--- src/deq_pkg.sv ---
// ----------------------------------------------------------------------------
// deq_pkg: shared types and constants of the double-ended queue
// Operation codes, status codes and the access request that the pointer
// unit hands to the datapath.
// ----------------------------------------------------------------------------
package deq_pkg;

  localparam int unsigned KindW   = 2;
  localparam int unsigned ValueW  = 32;
  localparam int unsigned StatusW = 2;
  localparam int unsigned LenW    = 7;

  typedef enum logic [KindW-1:0] {
    KIND_ADD_BACK     = 2'd0,
    KIND_REMOVE_BACK  = 2'd1,
    KIND_ADD_FRONT    = 2'd2,
    KIND_REMOVE_FRONT = 2'd3
  } kind_e;

  typedef enum logic [StatusW-1:0] {
    STATUS_OK    = 2'd0,
    STATUS_EMPTY = 2'd1,
    STATUS_FULL  = 2'd2
  } status_e;

  // At most one memory access per transaction: a write for an add, a read for a remove; none for a rejected one.
  typedef struct packed {
    logic    we;
    logic    re;
    status_e status;
  } access_t;

endpackage

--- src/deq_if.sv ---
// ----------------------------------------------------------------------------
// deq_in_if / deq_out_if: request and result channels
// Valid/ready channels; a transaction moves at a clock edge with both high.
// ----------------------------------------------------------------------------
interface deq_in_if;
  logic                           valid;
  logic                           ready;
  logic [deq_pkg::KindW-1:0]      kind;
  logic [deq_pkg::ValueW-1:0]     value_in;

  modport source (output valid, kind, value_in, input ready);
  modport sink   (input valid, kind, value_in, output ready);
endinterface

interface deq_out_if;
  logic                           valid;
  logic                           ready;
  logic [deq_pkg::ValueW-1:0]     value_out;
  logic [deq_pkg::StatusW-1:0]    status;
  logic [deq_pkg::LenW-1:0]       length_after;

  modport source (output valid, value_out, status, length_after, input ready);
  modport sink   (input valid, value_out, status, length_after, output ready);
endinterface

--- src/deq_ram.sv ---
// ----------------------------------------------------------------------------
// deq_ram: generic single-port RAM
// One write or one read per cycle; read data registered, held between reads.
// ----------------------------------------------------------------------------
module deq_ram #(
  parameter int unsigned Width = 32,
  parameter int unsigned Depth = 64
) (
  input  logic                     clk_i,
  input  logic                     we_i,
  input  logic                     re_i,
  input  logic [$clog2(Depth)-1:0] addr_i,
  input  logic [Width-1:0]         wdata_i,
  output logic [Width-1:0]         rdata_o
);

  logic [Width-1:0] mem_q [Depth];
  logic [Width-1:0] rdata_q;

  always_ff @(posedge clk_i) begin
    if (we_i) begin
      mem_q[addr_i] <= wdata_i;
    end
    if (re_i) begin
      rdata_q <= mem_q[addr_i];
    end
  end

  assign rdata_o = rdata_q;

endmodule

--- src/deq_ptr.sv ---
// ----------------------------------------------------------------------------
// deq_ptr: front/back pointers and fill count
// Decodes the operation, picks the memory address and updates the pointers
// and the count on each accepted transaction.
// ----------------------------------------------------------------------------
module deq_ptr #(
  parameter int unsigned Depth = 64
) (
  input  logic                          clk_i,
  input  logic                          rst_ni,
  input  logic                          take_i,
  input  logic [deq_pkg::KindW-1:0]     kind_i,
  output logic [$clog2(Depth)-1:0]      addr_o,
  output deq_pkg::access_t              access_o,
  output logic [$clog2(Depth+1)-1:0]    count_o
);

  localparam int unsigned AddrW = $clog2(Depth);
  localparam int unsigned CntW  = $clog2(Depth + 1);
  localparam logic [AddrW-1:0] LastIdx = AddrW'(Depth - 1);
  localparam logic [CntW-1:0]  FullCnt = CntW'(Depth);

  logic [AddrW-1:0] front_q, front_d;
  logic [AddrW-1:0] back_q, back_d;
  logic [CntW-1:0]  count_q, count_d;

  logic [AddrW-1:0] front_next, front_prev, back_next, back_prev;
  logic             full, empty;

  assign front_next = (front_q == LastIdx) ? '0 : front_q + AddrW'(1);
  assign front_prev = (front_q == '0) ? LastIdx : front_q - AddrW'(1);
  assign back_next  = (back_q == LastIdx) ? '0 : back_q + AddrW'(1);
  assign back_prev  = (back_q == '0) ? LastIdx : back_q - AddrW'(1);
  assign full       = (count_q == FullCnt);
  assign empty      = (count_q == '0);

  always_comb begin
    front_d         = front_q;
    back_d          = back_q;
    count_d         = count_q;
    addr_o          = back_q;
    access_o.we     = 1'b0;
    access_o.re     = 1'b0;
    access_o.status = deq_pkg::STATUS_OK;
    unique case (deq_pkg::kind_e'(kind_i))
      deq_pkg::KIND_ADD_BACK: begin
        addr_o = back_q;
        if (full) begin
          access_o.status = deq_pkg::STATUS_FULL;
        end else begin
          access_o.we = take_i;
          back_d      = back_next;
          count_d     = count_q + CntW'(1);
        end
      end
      deq_pkg::KIND_REMOVE_BACK: begin
        addr_o = back_prev;
        if (empty) begin
          access_o.status = deq_pkg::STATUS_EMPTY;
        end else begin
          access_o.re = take_i;
          back_d      = back_prev;
          count_d     = count_q - CntW'(1);
        end
      end
      deq_pkg::KIND_ADD_FRONT: begin
        addr_o = front_prev;
        if (full) begin
          access_o.status = deq_pkg::STATUS_FULL;
        end else begin
          access_o.we = take_i;
          front_d     = front_prev;
          count_d     = count_q + CntW'(1);
        end
      end
      deq_pkg::KIND_REMOVE_FRONT: begin
        addr_o = front_q;
        if (empty) begin
          access_o.status = deq_pkg::STATUS_EMPTY;
        end else begin
          access_o.re = take_i;
          front_d     = front_next;
          count_d     = count_q - CntW'(1);
        end
      end
      default: begin
        addr_o = back_q;
      end
    endcase
  end

  always_ff @(posedge clk_i or negedge rst_ni) begin
    if (!rst_ni) begin
      front_q <= '0;
      back_q  <= '0;
      count_q <= '0;
    end else if (take_i) begin
      front_q <= front_d;
      back_q  <= back_d;
      count_q <= count_d;
    end
  end

  assign count_o = count_d;

endmodule

--- src/double_ended_queue.sv ---
// ----------------------------------------------------------------------------
// double_ended_queue: deque of data words in a ring buffer
// Pipeline: an accepted request passes the RAM stage (s1) and the output register,
// where its result is valid at the output and held until the consumer takes it.
// Throughput: one transaction per cycle unless the output stalls; each touches
// one single-port RAM entry, and pointers update at accept so the next can follow.
// Reset: pointers and count clear at once (queue empty); RAM contents stay
// undefined, never read before written. No clearing pass.
// ----------------------------------------------------------------------------
module double_ended_queue #(
  parameter int unsigned DEPTH      = 64,
  parameter int unsigned DATA_WIDTH = 32
) (
  input  logic       clk_i,
  input  logic       rst_ni,
  deq_in_if.sink     in_i,
  deq_out_if.source  out_o
);

  localparam int unsigned AddrW = $clog2(DEPTH);
  localparam int unsigned CntW  = $clog2(DEPTH + 1);

  logic                  take;
  logic [AddrW-1:0]      addr;
  deq_pkg::access_t      access;
  logic [CntW-1:0]       count_next;
  logic [63:0]           wdata_ext;
  logic [DATA_WIDTH-1:0] rdata;
  logic [63:0]           rdata_ext;

  // RAM stage: request taken, read data on its way
  logic                         s1_valid_q;
  logic                         s1_rd_q;
  deq_pkg::status_e             s1_status_q;
  logic [deq_pkg::LenW-1:0]     s1_len_q;
  logic                         s1_adv;

  // Output register
  logic                         out_valid_q;
  logic [deq_pkg::ValueW-1:0]   out_value_q;
  deq_pkg::status_e             out_status_q;
  logic [deq_pkg::LenW-1:0]     out_len_q;
  logic                         out_free;

  assign out_free   = !out_valid_q || out_o.ready;
  assign s1_adv     = s1_valid_q && out_free;
  assign in_i.ready = !s1_valid_q || out_free;
  assign take       = in_i.valid && in_i.ready;

  deq_ptr #(
    .Depth (DEPTH)
  ) u_ptr (
    .clk_i    (clk_i),
    .rst_ni   (rst_ni),
    .take_i   (take),
    .kind_i   (in_i.kind),
    .addr_o   (addr),
    .access_o (access),
    .count_o  (count_next)
  );

  assign wdata_ext = {32'b0, in_i.value_in};

  deq_ram #(
    .Width (DATA_WIDTH),
    .Depth (DEPTH)
  ) u_ram (
    .clk_i   (clk_i),
    .we_i    (access.we),
    .re_i    (access.re),
    .addr_i  (addr),
    .wdata_i (wdata_ext[DATA_WIDTH-1:0]),
    .rdata_o (rdata)
  );

  assign rdata_ext = 64'(rdata);

  always_ff @(posedge clk_i or negedge rst_ni) begin
    if (!rst_ni) begin
      s1_valid_q  <= 1'b0;
      out_valid_q <= 1'b0;
    end else begin
      if (in_i.ready) begin
        s1_valid_q <= take;
      end
      if (out_free) begin
        out_valid_q <= s1_valid_q;
      end
    end
  end

  always_ff @(posedge clk_i) begin
    if (take) begin
      s1_rd_q     <= access.re;
      s1_status_q <= access.status;
      s1_len_q    <= deq_pkg::LenW'(count_next);
    end
    // RAM read data holds while s1 stalls: no new read is issued then
    if (s1_adv) begin
      out_value_q  <= s1_rd_q ? rdata_ext[deq_pkg::ValueW-1:0] : '0;
      out_status_q <= s1_status_q;
      out_len_q    <= s1_len_q;
    end
  end

  assign out_o.valid        = out_valid_q;
  assign out_o.value_out    = out_value_q;
  assign out_o.status       = out_status_q;
  assign out_o.length_after = out_len_q;

endmodule

--- src/flat_wrapper.sv ---
// flat-port wrapper written by rule: the top's interface ports become plain ports
module double_ended_queue_flat 
#(
  parameter int unsigned DEPTH      = 64,
  parameter int unsigned DATA_WIDTH = 32
)
  (clk_i, rst_ni, in_i_valid, in_i_kind, in_i_value_in, in_i_ready, out_o_valid, out_o_value_out, out_o_status, out_o_length_after, out_o_ready);
  deq_in_if in_i_i ();
  deq_out_if out_o_i ();
  input  logic clk_i;
  input  logic rst_ni;
  input wire logic [$bits(in_i_i.valid)-1:0] in_i_valid;
  input wire logic [$bits(in_i_i.kind)-1:0] in_i_kind;
  input wire logic [$bits(in_i_i.value_in)-1:0] in_i_value_in;
  output wire logic [$bits(in_i_i.ready)-1:0] in_i_ready;
  output wire logic [$bits(out_o_i.valid)-1:0] out_o_valid;
  output wire logic [$bits(out_o_i.value_out)-1:0] out_o_value_out;
  output wire logic [$bits(out_o_i.status)-1:0] out_o_status;
  output wire logic [$bits(out_o_i.length_after)-1:0] out_o_length_after;
  input wire logic [$bits(out_o_i.ready)-1:0] out_o_ready;
  assign in_i_i.valid = in_i_valid;
  assign in_i_i.kind = in_i_kind;
  assign in_i_i.value_in = in_i_value_in;
  assign in_i_ready = in_i_i.ready;
  assign out_o_valid = out_o_i.valid;
  assign out_o_value_out = out_o_i.value_out;
  assign out_o_status = out_o_i.status;
  assign out_o_length_after = out_o_i.length_after;
  assign out_o_i.ready = out_o_ready;
  double_ended_queue #(.DEPTH(DEPTH), .DATA_WIDTH(DATA_WIDTH)) u_core (.clk_i(clk_i), .rst_ni(rst_ni), .in_i(in_i_i), .out_o(out_o_i));
endmodule
--- config.mk ---
export PLATFORM = sky130hd
export DESIGN_NAME = double_ended_queue_flat
export DESIGN_NICKNAME = d
export VERILOG_FILES = /design/src/deq_pkg.sv /design/src/deq_if.sv /design/src/deq_ram.sv /design/src/deq_ptr.sv /design/src/double_ended_queue.sv /design/src/flat_wrapper.sv
export SDC_FILE = /design/constraint.sdc
export NUM_CORES = 2
export LEC_CHECK = 0
export ABC_AREA = 1
export BUFFER_PORTS_ARGS = -buffer_cell sky130_fd_sc_hd__buf_4
export CORE_AREA = 2 2 412 578
export DETAILED_ROUTE_END_ITERATION = 16
export DIE_AREA = 0 0 414 580
export PLACE_DENSITY = 0.5
export SETUP_SLACK_MARGIN = 0.2
export SLEW_MARGIN = 10
export SYNTH_ARGS = -nofsm -noshare
export SYNTH_HDL_FRONTEND = slang
export SYNTH_SLANG_ARGS = --single-unit
export TNS_END_PERCENT = 1
--- constraint.sdc ---
create_clock -name clk_i -period 12.4 [get_ports clk_i]
set_input_delay 0.62 -clock clk_i [delete_from_list [all_inputs] [get_ports clk_i]]
set_output_delay 0.62 -clock clk_i [all_outputs]
set_load 0.005 [all_outputs]
==> results.md <==
- The number of buffers and inverters on the critical path is 4.
- The average instance in the mapped netlist occupies 10.9 um^2.
- Summed over its instances, the top area cell type makes up 72.0% of the synthesized netlist area.
- For this run, the slowest stage of the critical path takes 0.89 ns.
- The worst register-to-register path begins at u_core.u_ptr.front_q[0].
- Along the worst path, the maximum fanout reaches 134.
- The overall routed net length is 278000 um.
- The hold violation count in the final report is 0.
- Setup repair after global routing left no endpoint under its margin.
- After clock tree synthesis, the clock-pin slew on the worst setup and hold paths is 0.06 ns.
- The final weighted congestion in routability-driven placement is 0.797.
- The dominant cell by count in the synthesized netlist is sky130_fd_sc_hd__nand2_1.
- The number of global-route vias before repair is 56900.
- The detailed-route via count is 59300.
- The post-route fraction of the period consumed by the critical path is 46.6%.
- Cells with a size suffix above 1 make up 7.06% of the layout.
- By count the netlist is led by sky130_fd_sc_hd__nand2_1, sky130_fd_sc_hd__edfxtp_1, sky130_fd_sc_hd__nand3_1, sky130_fd_sc_hd__buf_2, sky130_fd_sc_hd__o21ai_1.
- The insertion delay to the later sink of the worst-skew pair is 0.87 ns.
- The total number of nets in the final design is 8139.
- The floorplan die area is 0.240 mm^2.
- The yosys synthesis warning count is 0.
- The deepest clock path buffer count is 4.
- The count of cell types in the netlist is 37.
- In the post-synthesis netlist, the biggest area contributors are sky130_fd_sc_hd__edfxtp_1, sky130_fd_sc_hd__nand2_1, sky130_fd_sc_hd__nand3_1, sky130_fd_sc_hd__buf_2, sky130_fd_sc_hd__o21ai_1.
- Once detailed placement completed, the half-perimeter wirelength came to 145000 um.
- The power per cell area is 196 mW/mm^2.
- The biggest area contributor in the post-synthesis netlist is sky130_fd_sc_hd__edfxtp_1.
- Entering global routing, the biggest net connects 180 pins.
- For the pin with the worst max-slew slack, the measured transition is 1.22 ns.
- The worst setup path is captured at a flop.
- The critical path is of the flop to flop type.
- Synthesis produced a netlist whose cell count is 8119.
- The initial antenna violation count was 11.
- The worst relative slew slack is 18.3%.
- The number of DRC violations after detailed routing is 0.
- The synthesized design contains 2131 enable-type register cells.
- The master cell of the clock root buffer is sky130_fd_sc_hd__clkbuf_16.
- The flow ran to the end, and the final reports show no timing, DRC or antenna violations.
- The total standard cell area after synthesis is 0.0888 mm^2.
- For this run, the share of the core covered by cells in the final layout is 42.3%.
- The cell type of the slowest stage on the worst timing path is sky130_fd_sc_hd__buf_4.
- Relative to the synthesized area, the layout overhead comes to 11.8%.
- The post-placement worst setup slack is 6.60 ns.
- The arrival time at the worst endpoint is 6.48 ns.
- Summing the sequential cell areas from Yosys gives 72.6% of the chip area.
- The level count of the clock H-tree is 4.
- The I/O pin total is 81.
- Derived from the worst setup path, the maximum achievable clock frequency is 173 MHz.
- The signal on the critical path passes through inv_1 > ha_1 > nand3_1 > nand3_1 > nand2_1 > nand2_4 > nand2_8 > buf_12 > buf_4 > buf_4 > nand2_1 > nand2_1 > nand2_1 > nand2_1 > o21ai_1 > nand2_1 > nor2_1 > nand2_1.
- Counting stages on the worst path, the most repeated cell is sky130_fd_sc_hd__nand2_1.
- When the netlist entered floorplanning its net count stood at 8166.
- The number of buffers inserted during clock tree synthesis is 212.
- The detailed router's first-iteration violation count is 5725.
- Setup violations remaining at the end of the flow were counted as 0.
- The number of cells on the worst reg-to-reg path is 18.
- In this run the critical register-to-register path is captured at u_core.u_ram.rdata_o[19].
- Global routing finished with a remaining overflow of 0.
- The count of antenna-violating nets left after detailed routing is 0.
- The leading register cell type out of synthesis is sky130_fd_sc_hd__edfxtp_1.
- The die width is 414 um.
- In this run the static leakage power is 0.0392 uW.
- The area of the core is 0.235 mm^2.
- In this run the core area contains 211 standard-cell rows.
- The first-pass iteration count of the detailed router is 7.
- The share of flip-flops with an asynchronous set or reset after synthesis is 0.976%.
- In the final routed layout, each cell accounts on average for 24.5 um.
- The worst-case setup margin in the final layout is 6.63 ns.
- STA classifies the critical path startpoint as a flop.
- The number of max-slew violations in the final report is 0.
- The count of buffers added on input and output ports is 80.
- The post-CTS setup repair buffer count is 0.
- Synthesis inferred 2152 register bits.
- The tool flagged a number of max-cap violations equal to 0.
- The maximum resistive drop on vdd is 136 uV.
- On the critical path the largest part of the delay comes from buffers and inverters.
- Global routing used 22.6% of the available tracks across all layers.
- The floorplan die height is 580 um.
- In the routed layout, each cell is associated on average with a via count of 5.23.
- The worst hold path class is primary input to asynchronous set/reset pin.
- The initial utilization of the core area, before any placement, comes to 37.8%.
- The first-pass GRT wire length is 403000 um.
- For the worst setup path, the data required time is 13.11 ns.
- TritonCTS built the clock tree.
- The total clock sinks is 2152.
- The final setup TNS is 0 ns.
- The worst clock skew on the final layout is 0.0382 ns.
- The worst path in the final design needs a cycle of 5.77 ns, including I/O delays and setup.
- The register-to-register path setup slack is 6.63 ns.
where the power goes:
part | switching [uW] | leakage [uW] | internal, uW
Clock | 2760 | 0.00310 | 3330
Sequential | 110 | 0.0195 | 8230
Combinational | 3860 | 0.0166 | 1190
Total | 6730 | 0.0392 | 12700
cell type report:
cell class                 count  area [um^2]
multi-input combinational   5429        22600
tap                         3088         3860
timing repair buffer         216         1750
fill                       22000       136000
inverter                      81          312
clock buffer                 260         5530
antenna                        3         7.51
sequential                  2152        64500
clock inverter               116          776
placed cells by master, fill, tap and decap left out, types with 5 or more instances in the layout:
master	instances
sky130_fd_sc_hd__xor2_1	7
sky130_fd_sc_hd__clkbuf_16	214
sky130_fd_sc_hd__nor2_4	76
sky130_fd_sc_hd__clkbuf_1	46
sky130_fd_sc_hd__buf_4	204
sky130_fd_sc_hd__nor3_1	8
sky130_fd_sc_hd__inv_1	74
sky130_fd_sc_hd__o21ai_1	224
sky130_fd_sc_hd__nand3_1	790
sky130_fd_sc_hd__xnor2_1	5
sky130_fd_sc_hd__buf_12	10
sky130_fd_sc_hd__clkinv_1	54
sky130_fd_sc_hd__a21oi_1	7
sky130_fd_sc_hd__clkinv_2	44
sky130_fd_sc_hd__ha_1	9
sky130_fd_sc_hd__nand2_1	4118
sky130_fd_sc_hd__dfrtp_1	21
sky130_fd_sc_hd__nor2_1	93
sky130_fd_sc_hd__o21ai_0	67
sky130_fd_sc_hd__inv_2	6
sky130_fd_sc_hd__bufinv_16	9
sky130_fd_sc_hd__edfxtp_1	2131
metal layers:
layer,vias to the layer above,part of all wire (%),track usage (%)
met3,410,5.6,2.63
li1,27300,-,-
met4,2,2.4,5.56
met5,-,0.0043,0
met2,1970,50,39.6
met1,29600,42,29.9
logic make-up after synthesis:
family	Yosys count	synth area share (%)
and+or+nand+nor	5097	22.7
DFF	2152	72.6
buffers and inverters	538	2.63
AOI/OAI and AO/OA	310	1.78
xor gates and xnor gates	12	0.118
adders and majority gates	9	0.127
muxes	1	0.0113
sequential cells by signal (all words and copies together) (netlist names):
register                   count
u_core.u_ram.mem_q          2048
u_core.out_o.value_out        32
u_core.u_ram.rdata_o          32
u_core.out_o.length_after      7
u_core.s1_len_q                7
u_core.u_ptr.count_q           7
u_core.u_ptr.back_q            6
u_core.u_ptr.front_q           6
u_core.out_o.status            2
u_core.s1_status_q             2
u_core.out_o.valid             1
u_core.s1_rd_q                 1
u_core.s1_valid_q              1
worst max-delay path by stage:
stage                                 to  slack (ns)               startpoint  cells past startpoint
2_1_floorplan  u_core.u_ram.mem_q[48][0]        8.50             in_i_kind[0]                     11
5_1_grt         u_core.u_ram.rdata_o[19]        6.11  u_core.u_ptr.front_q[0]                     18
6_report        u_core.u_ram.rdata_o[19]        6.63  u_core.u_ptr.front_q[0]                     18
3_3_place_gp    u_core.u_ram.rdata_o[10]        6.67             in_i_kind[0]                     17
4_1_cts         u_core.u_ram.rdata_o[13]        6.56  u_core.u_ptr.front_q[0]                     18
3_5_place_dp    u_core.u_ram.rdata_o[10]        6.60             in_i_kind[0]                     17
what timing repair did:
item / 4_1_cts / 5_1_grt
resized for setup: 0 / 0
hold endpoints to repair: 22 / 0
hold buffers: 2 / 0
per-stage QoR:
stage	total power (uW)	cells	instance area [um^2]	hold WS (ns)
final	19500	11300	99300	0.184
after CTS	19600	11300	99300	0.146
after global routing	20400	11300	99300	0.181
after floorplan	11600	8119	88800	0.324
after global placement	13500	11000	93000	0.402
after detailed placement	13600	11000	93000	0.405
No activity file was read; power rests on OpenSTA's default activity.
